==> src/design/dcd_pkg.sv <==
package dcd_pkg;

    localparam logic [1:0] CMD_LOAD_QUANT = 2'd0;
    localparam logic [1:0] CMD_BYTE       = 2'd1;
    localparam logic [1:0] CMD_REALIGN    = 2'd2;

    localparam logic [1:0] CODE_RUN    = 2'b01;
    localparam logic [1:0] CODE_LEVEL  = 2'b11;
    localparam logic [2:0] CODE_ZERO1  = 3'b000;
    localparam logic [2:0] CODE_ZERO2  = 3'b100;
    localparam logic [2:0] CODE_PLUS   = 3'b010;
    localparam logic [5:0] ESCAPE6     = 6'h3F;
    localparam logic [15:0] DC_BIAS    = 16'd2048;
    localparam logic [5:0] LAST_POS    = 6'd63;

    typedef struct packed {
        logic [1:0]  command;
        logic [7:0]  data_byte;
        logic [5:0]  table_index;
        logic [15:0] table_value;
    } item_t;

    typedef struct packed {
        logic [5:0]         coef_index;
        logic signed [15:0] coef_value;
        logic               block_end;
        logic               fault;
        logic               last_of_run;
    } coef_t;

    typedef enum logic [1:0] {
        DEC_NEED,
        DEC_EMIT,
        DEC_RUN,
        DEC_FAULT
    } dec_kind_t;

    typedef enum logic [2:0] {
        ST_IDLE,
        ST_FETCH,
        ST_DECODE,
        ST_RUN,
        ST_FINISH
    } state_t;

    typedef struct packed {
        logic take;
        logic rd_quant;
        logic step;
        logic run_emit;
        logic flush;
    } ctrl_cmd_t;

    typedef struct packed {
        dec_kind_t kind;
        logic      start_decode;
        logic      push_ok;
        logic      out_free;
        logic      pend_valid;
        logic      cnt_zero;
        logic      cnt_one;
    } dp_status_t;

    function automatic logic [5:0] zz_natural(input logic [5:0] pos);
        logic [5:0] r;
        case (pos)
            6'd0:  r = 6'd0;   6'd1:  r = 6'd1;   6'd2:  r = 6'd8;   6'd3:  r = 6'd16;
            6'd4:  r = 6'd9;   6'd5:  r = 6'd2;   6'd6:  r = 6'd3;   6'd7:  r = 6'd10;
            6'd8:  r = 6'd17;  6'd9:  r = 6'd24;  6'd10: r = 6'd32;  6'd11: r = 6'd25;
            6'd12: r = 6'd18;  6'd13: r = 6'd11;  6'd14: r = 6'd4;   6'd15: r = 6'd5;
            6'd16: r = 6'd12;  6'd17: r = 6'd19;  6'd18: r = 6'd26;  6'd19: r = 6'd33;
            6'd20: r = 6'd40;  6'd21: r = 6'd48;  6'd22: r = 6'd41;  6'd23: r = 6'd34;
            6'd24: r = 6'd27;  6'd25: r = 6'd20;  6'd26: r = 6'd13;  6'd27: r = 6'd6;
            6'd28: r = 6'd7;   6'd29: r = 6'd14;  6'd30: r = 6'd21;  6'd31: r = 6'd28;
            6'd32: r = 6'd35;  6'd33: r = 6'd42;  6'd34: r = 6'd49;  6'd35: r = 6'd56;
            6'd36: r = 6'd57;  6'd37: r = 6'd50;  6'd38: r = 6'd43;  6'd39: r = 6'd36;
            6'd40: r = 6'd29;  6'd41: r = 6'd22;  6'd42: r = 6'd15;  6'd43: r = 6'd23;
            6'd44: r = 6'd30;  6'd45: r = 6'd37;  6'd46: r = 6'd44;  6'd47: r = 6'd51;
            6'd48: r = 6'd58;  6'd49: r = 6'd59;  6'd50: r = 6'd52;  6'd51: r = 6'd45;
            6'd52: r = 6'd38;  6'd53: r = 6'd31;  6'd54: r = 6'd39;  6'd55: r = 6'd46;
            6'd56: r = 6'd53;  6'd57: r = 6'd60;  6'd58: r = 6'd61;  6'd59: r = 6'd54;
            6'd60: r = 6'd47;  6'd61: r = 6'd55;  6'd62: r = 6'd62;  6'd63: r = 6'd63;
            default: r = 6'd0;
        endcase
        return r;
    endfunction

endpackage

==> src/design/dcd_item_if.sv <==
interface dcd_item_if;
    logic           valid;
    logic           ready;
    dcd_pkg::item_t data;

    modport source (output valid, output data, input ready);
    modport sink (input valid, input data, output ready);
endinterface

==> src/design/dcd_coef_if.sv <==
interface dcd_coef_if;
    logic           valid;
    logic           ready;
    dcd_pkg::coef_t data;

    modport source (output valid, output data, input ready);
    modport sink (input valid, input data, output ready);
endinterface

==> src/design/dct_coefficient_code_decoder.sv <==
// channel   dir  payload                                              role
// item_ch   in   command, data_byte, table_index, table_value         commands and bytes
// coef_ch   out  coef_index, coef_value, block_end, fault, last_of_run coefficients
//
// A quant load, realign, ignored byte or unused command is handled in the idle state alone.
// A byte is taken in the idle state; each code tried then takes a fetch state (quant memory
// read) and a decode state (decode and multiply), the last try finding an incomplete code or
// a fault; the run state emits each zero of a run (and is passed once for an empty run), and
// the finish state releases its last coefficient.
// Reset clears the bit buffer, scan position and fault; quant entries are undefined.
// A stalled coef_ch holds the decoder in place; item_ch is taken only between bytes.
module dct_coefficient_code_decoder (
    input  logic      clk,
    input  logic      rst_n,
    dcd_item_if.sink  item_ch,
    dcd_coef_if.source coef_ch
);

    dcd_pkg::ctrl_cmd_t  cmd;
    dcd_pkg::dp_status_t status;
    logic                in_ready;
    logic                out_valid;
    dcd_pkg::coef_t      out_data;

    dcd_controller u_ctrl (
        .clk      (clk),
        .rst_n    (rst_n),
        .in_valid (item_ch.valid),
        .in_ready (in_ready),
        .status   (status),
        .cmd      (cmd)
    );

    dcd_datapath u_dp (
        .clk       (clk),
        .rst_n     (rst_n),
        .item      (item_ch.data),
        .cmd       (cmd),
        .status    (status),
        .out_valid (out_valid),
        .out_data  (out_data),
        .out_ready (coef_ch.ready)
    );

    assign item_ch.ready = in_ready;
    assign coef_ch.valid = out_valid;
    assign coef_ch.data  = out_data;

endmodule

==> src/design/dcd_datapath.sv <==
module dcd_datapath (
    input  logic                   clk,
    input  logic                   rst_n,
    input  dcd_pkg::item_t         item,
    input  dcd_pkg::ctrl_cmd_t     cmd,
    output dcd_pkg::dp_status_t    status,
    output logic                   out_valid,
    output dcd_pkg::coef_t         out_data,
    input  logic                   out_ready
);

    logic [23:0] buf_reg, buf_next;
    logic [4:0]  held_reg, held_next;
    logic [5:0]  scan_reg, scan_next;
    logic        fault_reg, fault_next;
    logic [5:0]  cnt_reg, cnt_next;
    logic [15:0] quant_q_reg;
    logic [15:0] quant_mem [64];

    logic           pend_valid_reg, pend_valid_next;
    dcd_pkg::coef_t pend_reg, pend_next;
    logic           out_valid_reg, out_valid_next;
    dcd_pkg::coef_t out_reg, out_next;

    dcd_pkg::dec_kind_t kind;
    logic [4:0]  take_n;
    logic [15:0] level;
    logic [15:0] addend;
    logic [5:0]  run_len;
    logic [6:0]  remain;
    logic [31:0] prod_full;
    logic [15:0] prod;
    logic [4:0]  fill_shift;
    logic        push;
    dcd_pkg::coef_t new_item;
    logic        out_free;

    assign remain = 7'd64 - {1'b0, scan_reg};

    always_comb
    begin
        kind    = dcd_pkg::DEC_NEED;
        take_n  = 5'd0;
        level   = 16'd0;
        addend  = 16'd0;
        run_len = 6'd0;
        if (scan_reg == 6'd0)
        begin
            if (held_reg >= 5'd8)
            begin
                kind   = dcd_pkg::DEC_EMIT;
                take_n = 5'd8;
                level  = {{8{buf_reg[7]}}, buf_reg[7:0]};
                addend = dcd_pkg::DC_BIAS;
            end
        end
        else if (held_reg >= 5'd2)
        begin
            case (buf_reg[1:0])
                dcd_pkg::CODE_RUN:
                begin
                    if (held_reg >= 5'd8)
                    begin
                        if ({1'b0, buf_reg[7:2]} > remain)
                        begin
                            kind = dcd_pkg::DEC_FAULT;
                        end
                        else
                        begin
                            kind    = dcd_pkg::DEC_RUN;
                            take_n  = 5'd8;
                            run_len = buf_reg[7:2];
                        end
                    end
                end
                dcd_pkg::CODE_LEVEL:
                begin
                    if (held_reg >= 5'd8)
                    begin
                        if (buf_reg[7:2] == dcd_pkg::ESCAPE6)
                        begin
                            if (held_reg >= 5'd16)
                            begin
                                kind   = dcd_pkg::DEC_EMIT;
                                take_n = 5'd16;
                                level  = {{8{buf_reg[15]}}, buf_reg[15:8]};
                            end
                        end
                        else
                        begin
                            kind   = dcd_pkg::DEC_EMIT;
                            take_n = 5'd8;
                            level  = {{10{buf_reg[7]}}, buf_reg[7:2]};
                        end
                    end
                end
                default:
                begin
                    if (held_reg >= 5'd3)
                    begin
                        case (buf_reg[2:0])
                            dcd_pkg::CODE_ZERO2:
                            begin
                                if (scan_reg == dcd_pkg::LAST_POS)
                                begin
                                    kind = dcd_pkg::DEC_FAULT;
                                end
                                else
                                begin
                                    kind    = dcd_pkg::DEC_RUN;
                                    take_n  = 5'd3;
                                    run_len = 6'd2;
                                end
                            end
                            dcd_pkg::CODE_ZERO1:
                            begin
                                kind   = dcd_pkg::DEC_EMIT;
                                take_n = 5'd3;
                            end
                            dcd_pkg::CODE_PLUS:
                            begin
                                kind   = dcd_pkg::DEC_EMIT;
                                take_n = 5'd3;
                                level  = 16'd1;
                            end
                            default:
                            begin
                                kind   = dcd_pkg::DEC_EMIT;
                                take_n = 5'd3;
                                level  = 16'hFFFF;
                            end
                        endcase
                    end
                end
            endcase
        end
    end

    assign prod_full = level * quant_q_reg;
    assign prod      = prod_full[15:0] + addend;
    assign fill_shift = (held_reg > 5'd16) ? 5'd16 : held_reg;
    assign out_free  = !out_valid_reg || out_ready;

    always_comb
    begin
        buf_next        = buf_reg;
        held_next       = held_reg;
        scan_next       = scan_reg;
        fault_next      = fault_reg;
        cnt_next        = cnt_reg;
        pend_valid_next = pend_valid_reg;
        pend_next       = pend_reg;
        out_valid_next  = out_valid_reg;
        out_next        = out_reg;
        push            = 1'b0;
        new_item        = '0;

        if (out_valid_reg && out_ready)
        begin
            out_valid_next = 1'b0;
        end

        if (cmd.take)
        begin
            case (item.command)
                dcd_pkg::CMD_REALIGN:
                begin
                    buf_next   = 24'd0;
                    held_next  = 5'd0;
                    scan_next  = 6'd0;
                    fault_next = 1'b0;
                end
                dcd_pkg::CMD_BYTE:
                begin
                    if (!fault_reg)
                    begin
                        buf_next  = buf_reg | (24'(item.data_byte) << fill_shift);
                        held_next = fill_shift + 5'd8;
                    end
                end
                default:
                begin
                end
            endcase
        end

        if (cmd.step)
        begin
            case (kind)
                dcd_pkg::DEC_EMIT:
                begin
                    buf_next  = buf_reg >> take_n;
                    held_next = held_reg - take_n;
                    scan_next = scan_reg + 6'd1;
                    push      = 1'b1;
                    new_item.coef_index = dcd_pkg::zz_natural(scan_reg);
                    new_item.coef_value = $signed(prod);
                    new_item.block_end  = (scan_reg == dcd_pkg::LAST_POS);
                end
                dcd_pkg::DEC_RUN:
                begin
                    buf_next  = buf_reg >> take_n;
                    held_next = held_reg - take_n;
                    cnt_next  = run_len;
                end
                dcd_pkg::DEC_FAULT:
                begin
                    fault_next     = 1'b1;
                    push           = 1'b1;
                    new_item.fault = 1'b1;
                end
                default:
                begin
                end
            endcase
        end

        if (cmd.run_emit)
        begin
            scan_next = scan_reg + 6'd1;
            cnt_next  = cnt_reg - 6'd1;
            push      = 1'b1;
            new_item.coef_index = dcd_pkg::zz_natural(scan_reg);
            new_item.block_end  = (scan_reg == dcd_pkg::LAST_POS);
        end

        if (push)
        begin
            if (pend_valid_reg)
            begin
                out_next       = pend_reg;
                out_valid_next = 1'b1;
            end
            pend_next       = new_item;
            pend_valid_next = 1'b1;
        end

        if (cmd.flush)
        begin
            out_next             = pend_reg;
            out_next.last_of_run = 1'b1;
            out_valid_next       = 1'b1;
            pend_valid_next      = 1'b0;
        end
    end

    always_ff @(posedge clk or negedge rst_n)
    begin
        if (!rst_n)
        begin
            buf_reg        <= 24'd0;
            held_reg       <= 5'd0;
            scan_reg       <= 6'd0;
            fault_reg      <= 1'b0;
            cnt_reg        <= 6'd0;
            pend_valid_reg <= 1'b0;
            out_valid_reg  <= 1'b0;
        end
        else
        begin
            buf_reg        <= buf_next;
            held_reg       <= held_next;
            scan_reg       <= scan_next;
            fault_reg      <= fault_next;
            cnt_reg        <= cnt_next;
            pend_valid_reg <= pend_valid_next;
            out_valid_reg  <= out_valid_next;
        end
    end

    always_ff @(posedge clk)
    begin
        pend_reg <= pend_next;
        out_reg  <= out_next;
    end

    always_ff @(posedge clk)
    begin
        if (cmd.take && item.command == dcd_pkg::CMD_LOAD_QUANT)
        begin
            quant_mem[item.table_index] <= item.table_value;
        end
        if (cmd.rd_quant)
        begin
            quant_q_reg <= quant_mem[dcd_pkg::zz_natural(scan_reg)];
        end
    end

    assign status.kind         = kind;
    assign status.start_decode = (item.command == dcd_pkg::CMD_BYTE) && !fault_reg;
    assign status.push_ok      = !pend_valid_reg || out_free;
    assign status.out_free     = out_free;
    assign status.pend_valid   = pend_valid_reg;
    assign status.cnt_zero     = (cnt_reg == 6'd0);
    assign status.cnt_one      = (cnt_reg == 6'd1);

    assign out_valid = out_valid_reg;
    assign out_data  = out_reg;

endmodule

==> src/design/dcd_controller.sv <==
module dcd_controller (
    input  logic                   clk,
    input  logic                   rst_n,
    input  logic                   in_valid,
    output logic                   in_ready,
    input  dcd_pkg::dp_status_t    status,
    output dcd_pkg::ctrl_cmd_t     cmd
);

    dcd_pkg::state_t state_reg, state_next;

    always_ff @(posedge clk or negedge rst_n)
    begin
        if (!rst_n)
        begin
            state_reg <= dcd_pkg::ST_IDLE;
        end
        else
        begin
            state_reg <= state_next;
        end
    end

    always_comb
    begin
        state_next = state_reg;
        cmd        = '0;
        in_ready   = 1'b0;
        case (state_reg)
            dcd_pkg::ST_IDLE:
            begin
                in_ready = 1'b1;
                if (in_valid)
                begin
                    cmd.take = 1'b1;
                    if (status.start_decode)
                    begin
                        state_next = dcd_pkg::ST_FETCH;
                    end
                end
            end
            dcd_pkg::ST_FETCH:
            begin
                cmd.rd_quant = 1'b1;
                state_next   = dcd_pkg::ST_DECODE;
            end
            dcd_pkg::ST_DECODE:
            begin
                case (status.kind)
                    dcd_pkg::DEC_EMIT:
                    begin
                        if (status.push_ok)
                        begin
                            cmd.step   = 1'b1;
                            state_next = dcd_pkg::ST_FETCH;
                        end
                    end
                    dcd_pkg::DEC_RUN:
                    begin
                        cmd.step   = 1'b1;
                        state_next = dcd_pkg::ST_RUN;
                    end
                    dcd_pkg::DEC_FAULT:
                    begin
                        if (status.push_ok)
                        begin
                            cmd.step   = 1'b1;
                            state_next = dcd_pkg::ST_FINISH;
                        end
                    end
                    default:
                    begin
                        state_next = dcd_pkg::ST_FINISH;
                    end
                endcase
            end
            dcd_pkg::ST_RUN:
            begin
                if (status.cnt_zero)
                begin
                    state_next = dcd_pkg::ST_FETCH;
                end
                else if (status.push_ok)
                begin
                    cmd.run_emit = 1'b1;
                    if (status.cnt_one)
                    begin
                        state_next = dcd_pkg::ST_FETCH;
                    end
                end
            end
            dcd_pkg::ST_FINISH:
            begin
                if (!status.pend_valid)
                begin
                    state_next = dcd_pkg::ST_IDLE;
                end
                else if (status.out_free)
                begin
                    cmd.flush  = 1'b1;
                    state_next = dcd_pkg::ST_IDLE;
                end
            end
            default:
            begin
                state_next = dcd_pkg::ST_IDLE;
            end
        endcase
    end

endmodule

==> src/flat_wrapper.sv <==
// flat-port wrapper written by rule: the top's interface ports become plain ports
module dct_coefficient_code_decoder_flat 
  (clk, rst_n, item_ch_valid, item_ch_data, item_ch_ready, coef_ch_valid, coef_ch_data, coef_ch_ready);
  dcd_item_if item_ch_i ();
  dcd_coef_if coef_ch_i ();
  input  logic clk;
  input  logic rst_n;
  input wire logic [$bits(item_ch_i.valid)-1:0] item_ch_valid;
  input wire logic [$bits(item_ch_i.data)-1:0] item_ch_data;
  output wire logic [$bits(item_ch_i.ready)-1:0] item_ch_ready;
  output wire logic [$bits(coef_ch_i.valid)-1:0] coef_ch_valid;
  output wire logic [$bits(coef_ch_i.data)-1:0] coef_ch_data;
  input wire logic [$bits(coef_ch_i.ready)-1:0] coef_ch_ready;
  assign item_ch_i.valid = item_ch_valid;
  assign item_ch_i.data = item_ch_data;
  assign item_ch_ready = item_ch_i.ready;
  assign coef_ch_valid = coef_ch_i.valid;
  assign coef_ch_data = coef_ch_i.data;
  assign coef_ch_i.ready = coef_ch_ready;
  dct_coefficient_code_decoder u_core (.clk(clk), .rst_n(rst_n), .item_ch(item_ch_i), .coef_ch(coef_ch_i));
endmodule
==> config.mk <==
export PLATFORM = sky130hd
export DESIGN_NAME = dct_coefficient_code_decoder_flat
export DESIGN_NICKNAME = d
export VERILOG_FILES = /design/src/design/dcd_pkg.sv /design/src/design/dcd_item_if.sv /design/src/design/dcd_coef_if.sv /design/src/design/dct_coefficient_code_decoder.sv /design/src/design/dcd_datapath.sv /design/src/design/dcd_controller.sv /design/src/flat_wrapper.sv
export SDC_FILE = /design/constraint.sdc
export NUM_CORES = 2
export LEC_CHECK = 0
export ABC_AREA = 1
export BUFFER_PORTS_ARGS = -buffer_cell sky130_fd_sc_hd__buf_2
export CORE_AREA = 3 3 289 291
export CTS_CLUSTER_SIZE = 10
export DETAILED_ROUTE_END_ITERATION = 6
export DIE_AREA = 0 0 292 294
export GPL_ROUTABILITY_DRIVEN = 0
export GPL_TIMING_DRIVEN = 0
export PLACE_DENSITY_LB_ADDON = 0.05
export SETUP_SLACK_MARGIN = 0.1
export SLEW_MARGIN = 40
export SYNTH_ARGS = -nofsm -noshare
export SYNTH_HDL_FRONTEND = slang
export SYNTH_SLANG_ARGS = --single-unit
==> constraint.sdc <==
create_clock -name clk -period 11.3 [get_ports clk]
set_input_delay 2.26 -clock clk [delete_from_list [all_inputs] [get_ports clk]]
set_output_delay 2.26 -clock clk [all_outputs]
set_load 0.1 [all_outputs]
==> results.md <==
- The flow ran to the end, but the final reports show violations.
- The final reports fail on DRC.
- The post-synthesis instance total is 4715.
- The reg2reg setup slack is 3.56 ns.
- Across the run, the number of max-cap violations was 0.
- The worst setup timing slack at the placement stage is 3.63 ns.
- For the final routed database, the setup TNS stands at 0 ns.
- The detailed-route wire length per cell is 25.4 µm.
- The area occupied by multi-input gates is 0.0164 mm².
- The capture point of the critical path is u_core.u_dp.pend_reg[18].
- The least setup slack across all paths after layout is 3.56 ns.
- The upper clock frequency limit is 129 MHz.
- The stage delay of the slowest cell on the critical path is 0.69 ns.
- Summed over all layers, the routed wires come to 153000 µm.
- TritonCTS built the clock tree.
- Global routing used 35.7% of the available tracks.
- In this run the standard cell core region covers 0.0808 mm².
- Setup repair after global routing left no endpoint under its margin.
- After detailed routing, the number of vias per cell comes to 6.31.
- Setup violations remaining at the end of the flow were counted as 0.
- The endpoint identified for the worst register-to-register timing path is u_core.u_dp.pend_reg[18].
- The number of inserted filler cells in the final layout is 5481.
- The number of flops mapped to enable cells by yosys is 1088.
- The share of flip-flops with an asynchronous set or reset is 4.14%.
- The worst register-to-register path has a depth of 29.
- The setup skew after layout is 0.0326 ns.
- For this configuration, the core starts out at a cell density of 65.2%.
- The largest buffer count on any clock path is 3.
- In this run the number of H-tree levels came out at 4.
- At the pin with the least slew margin, the transition time is 0.903 ns.
- After the last flow step, the layout net total stands at 5133.
- Dividing the final minimum period by the clock period gives 68.5%.
- The DRC violation total after the first TritonRoute iteration is 5274.
- The most numerous cell type found on the critical path is sky130_fd_sc_hd__nand2_1.
- The worst setup path is captured at a flop.
- The quantity of I/O buffers inserted on ports is 62.
- The clock insertion delay at the later pin of the skew report is 0.75 ns.
- The class of the tightest hold or removal check is reg2reg.
- The half-perimeter wire length of the detailed placement result is 103000 µm.
- The post-synthesis cell area is 0.0527 mm².
- The initial antenna violation count is 6.
- For the worst setup path, the data required time is 11.78 ns.
- The final hold violation count is 0.
- The post-route minimum period is 7.74 ns.
- The floorplan row count is 104.
- The arrival time of the worst setup path is 8.21 ns.
- The number of pins exceeding their max-slew limit in the final report came to 0.
- The path type of the worst setup path is reg2reg.
- The area enclosed by the die boundary is 0.0858 mm².
- The post-synthesis net count is 4918.
- The clock-pin slew on the worst setup and hold paths is 0.06 ns.
- The cell sitting at the root of the clock tree is a sky130_fd_sc_hd__clkbuf_16.
- During I/O placement, the number of pins put on the boundary was 63.
- The first TritonRoute pass finished after 7 iterations.
- Post-CTS repair changed the size of 0 cells.
- After synthesis, the mean cell area works out to 11.2 µm².
- Final hold analysis gives a worst-case slack of 0.459 ns.
- The total overflow left after global routing is 0.
- The register name with the most flops is u_core.u_dp.quant_mem.
- In the routed design, unresolved DRC markers number 1.
- The number of nets with antenna violations after detailed routing is 0.
- Among all flip-flop cells after synthesis, the most frequent one is sky130_fd_sc_hd__edfxtp_1.
- The worst-path cell with the longest stage delay is sky130_fd_sc_hd__fa_1.
- The y dimension of the die is 294 µm.
- The critical path starts at u_core.u_dp.scan_reg[0].
- The first-pass GRT wire length is 226000 µm.
- The number of clock buffers added by TritonCTS is 133.
- The worst pin sits at a relative slew slack of 39.8%.
- The fraction of final layout cells sized beyond drive strength 1 is 12.9%.
- The sequential share of the synthesized area is 64.2%.
- Yosys printed 0 warnings.
- The sequential cells in the finished layout cover a total of 0.0339 mm².
- The cts-stage hold buffer count is 0.
- The via count is 38100.
- The worst setup path is launched from a flop.
- In this run the critical register-to-register path is launched from u_core.u_dp.scan_reg[0].
- Relative to the synthesized area, the layout overhead comes to 11.8%.
- Counting every sink on the clock net gives 1136.
- The number of synthesized register bits is 1136.
- The die boundary width is 292 µm.
- Buffers added to address setup during post-CTS repair amount to 0.
- In this run the worst path has a maximum fanout of 10.
- The largest net degree at the start of global routing is 65.
- The via count of the first global-routing pass is 36600.
- The flip-flop count of the largest register after layout is 1024.
- The number of distinct library cells after synthesis is 51.
## worst max-delay path: cells and delay by family (launching register included)
family / cells / cell delay, ns
buf+inv: 6 / 0.85
flops: 1 / 0.44
simple gates: 13 / 1.55
compound gates: 2 / 0.71
fa+ha+maj: 8 / 3.91
## layout by cell type (no fill, tap or decap), types with 4 or more instances in the layout
master	Yosys	routed
sky130_fd_sc_hd__o211ai_1	313	313
sky130_fd_sc_hd__nand2_1	538	534
sky130_fd_sc_hd__nand3_2	4	14
sky130_fd_sc_hd__xor2_1	15	15
sky130_fd_sc_hd__ha_1	91	91
sky130_fd_sc_hd__dfrtp_1	47	47
sky130_fd_sc_hd__buf_6	6	12
sky130_fd_sc_hd__or2_1	4	4
sky130_fd_sc_hd__buf_8	0	6
sky130_fd_sc_hd__nor2_4	3	66
sky130_fd_sc_hd__buf_2	139	184
sky130_fd_sc_hd__clkinv_1	3	7
sky130_fd_sc_hd__o21ai_1	19	18
sky130_fd_sc_hd__fa_1	76	76
sky130_fd_sc_hd__buf_12	0	6
sky130_fd_sc_hd__clkbuf_1	74	91
sky130_fd_sc_hd__buf_4	6	21
sky130_fd_sc_hd__nor3_1	9	9
sky130_fd_sc_hd__inv_2	12	13
sky130_fd_sc_hd__o22ai_1	16	16
sky130_fd_sc_hd__o21ai_0	319	319
sky130_fd_sc_hd__inv_6	0	5
sky130_fd_sc_hd__nor2_2	18	20
sky130_fd_sc_hd__or2_2	127	127
sky130_fd_sc_hd__nand2_2	8	12
sky130_fd_sc_hd__nand3_1	546	536
sky130_fd_sc_hd__nor2_1	647	582
sky130_fd_sc_hd__buf_1	28	27
sky130_fd_sc_hd__a31oi_1	10	10
sky130_fd_sc_hd__nand4_1	12	12
sky130_fd_sc_hd__inv_1	456	455
sky130_fd_sc_hd__clkbuf_16	0	135
sky130_fd_sc_hd__nand2_4	4	4
sky130_fd_sc_hd__a21oi_1	44	44
sky130_fd_sc_hd__xnor2_1	8	8
sky130_fd_sc_hd__edfxtp_1	1088	1088
## cell usage after synthesis (all sizes together), types with 16 or more instances
| library cell | n | area [µm²] |
|---|---|---|
| clkbuf | 74 | 278 |
| fa | 76 | 1520 |
| a21oi | 44 | 220 |
| buf | 179 | 913 |
| o21ai | 338 | 1690 |
| nand2 | 550 | 2110 |
| inv | 469 | 1760 |
| o211ai | 313 | 2350 |
| edfxtp | 1088 | 32700 |
| nand3 | 550 | 2770 |
| dfrtp | 47 | 1180 |
| ha | 91 | 1140 |
| nor2 | 669 | 2590 |
| or2 | 131 | 820 |
| o22ai | 16 | 100 |
## how the worst min path moves through the flow
stage,end,slack (ns),cells after the start,startpoint
2_1_floorplan,u_core.u_ctrl.state_reg[1],0.50,2,u_core.u_ctrl.state_reg[1]
3_3_place_gp,u_core.u_dp.out_data[0],0.43,2,u_core.u_dp.out_data[0]
3_5_place_dp,u_core.u_dp.out_data[0],0.46,2,u_core.u_dp.out_data[0]
4_1_cts,u_core.u_dp.out_data[0],0.46,2,u_core.u_dp.out_data[0]
5_1_grt,u_core.u_dp.out_data[0],0.50,2,u_core.u_dp.out_data[0]
6_report,u_core.u_dp.out_data[0],0.46,2,u_core.u_dp.out_data[0]
## area by class of cell
type	count	area share, %
tap	1060	2.25
timing repair buffer	80	1.14
multi-input combinational	2854	27.9
clock inverter	18	0.405
sequential	1136	57.5
buffer	253	2.02
inverter	472	3.01
antenna	2	0.00849
clock buffer	152	5.84
## metrics by stage
step                util, %  std cells  cell area [µm²]
floorplan                 -       4715            52700
global placement       67.3       5837            54400
detailed placement     68.3       5854            55200
CTS                    72.8       6024            58800
global route           72.9       6025            58900
finish                 73.0       6027            59000
## layer usage
layer / routed length, µm / vias to the layer above / GRT usage, % / part of all wire [%]
met5: 41 / - / 0 / 0.027
met4: 9190 / 6 / 19.0 / 6.0
met3: 18100 / 460 / 8.93 / 12
met2: 69000 / 2518 / 55.2 / 45
met1: 56700 / 18200 / 47.3 / 37
li1: - / 16900 / - / -
## logic make-up after synthesis
| kind of cell | share of synthesized area (%) |
|---|---|
| DFF | 64.2 |
| xor gates and xnor gates | 0.382 |
| muxes | 0.0190 |
| and+or+nand+nor | 16.0 |
| buffers and inverters | 5.62 |
| AOI/OAI and AO/OA | 8.65 |
| adders and majority gates | 5.05 |
Power is not shown: default switching activity piles up to over one toggle a cycle in this logic, so the estimate is an artifact.
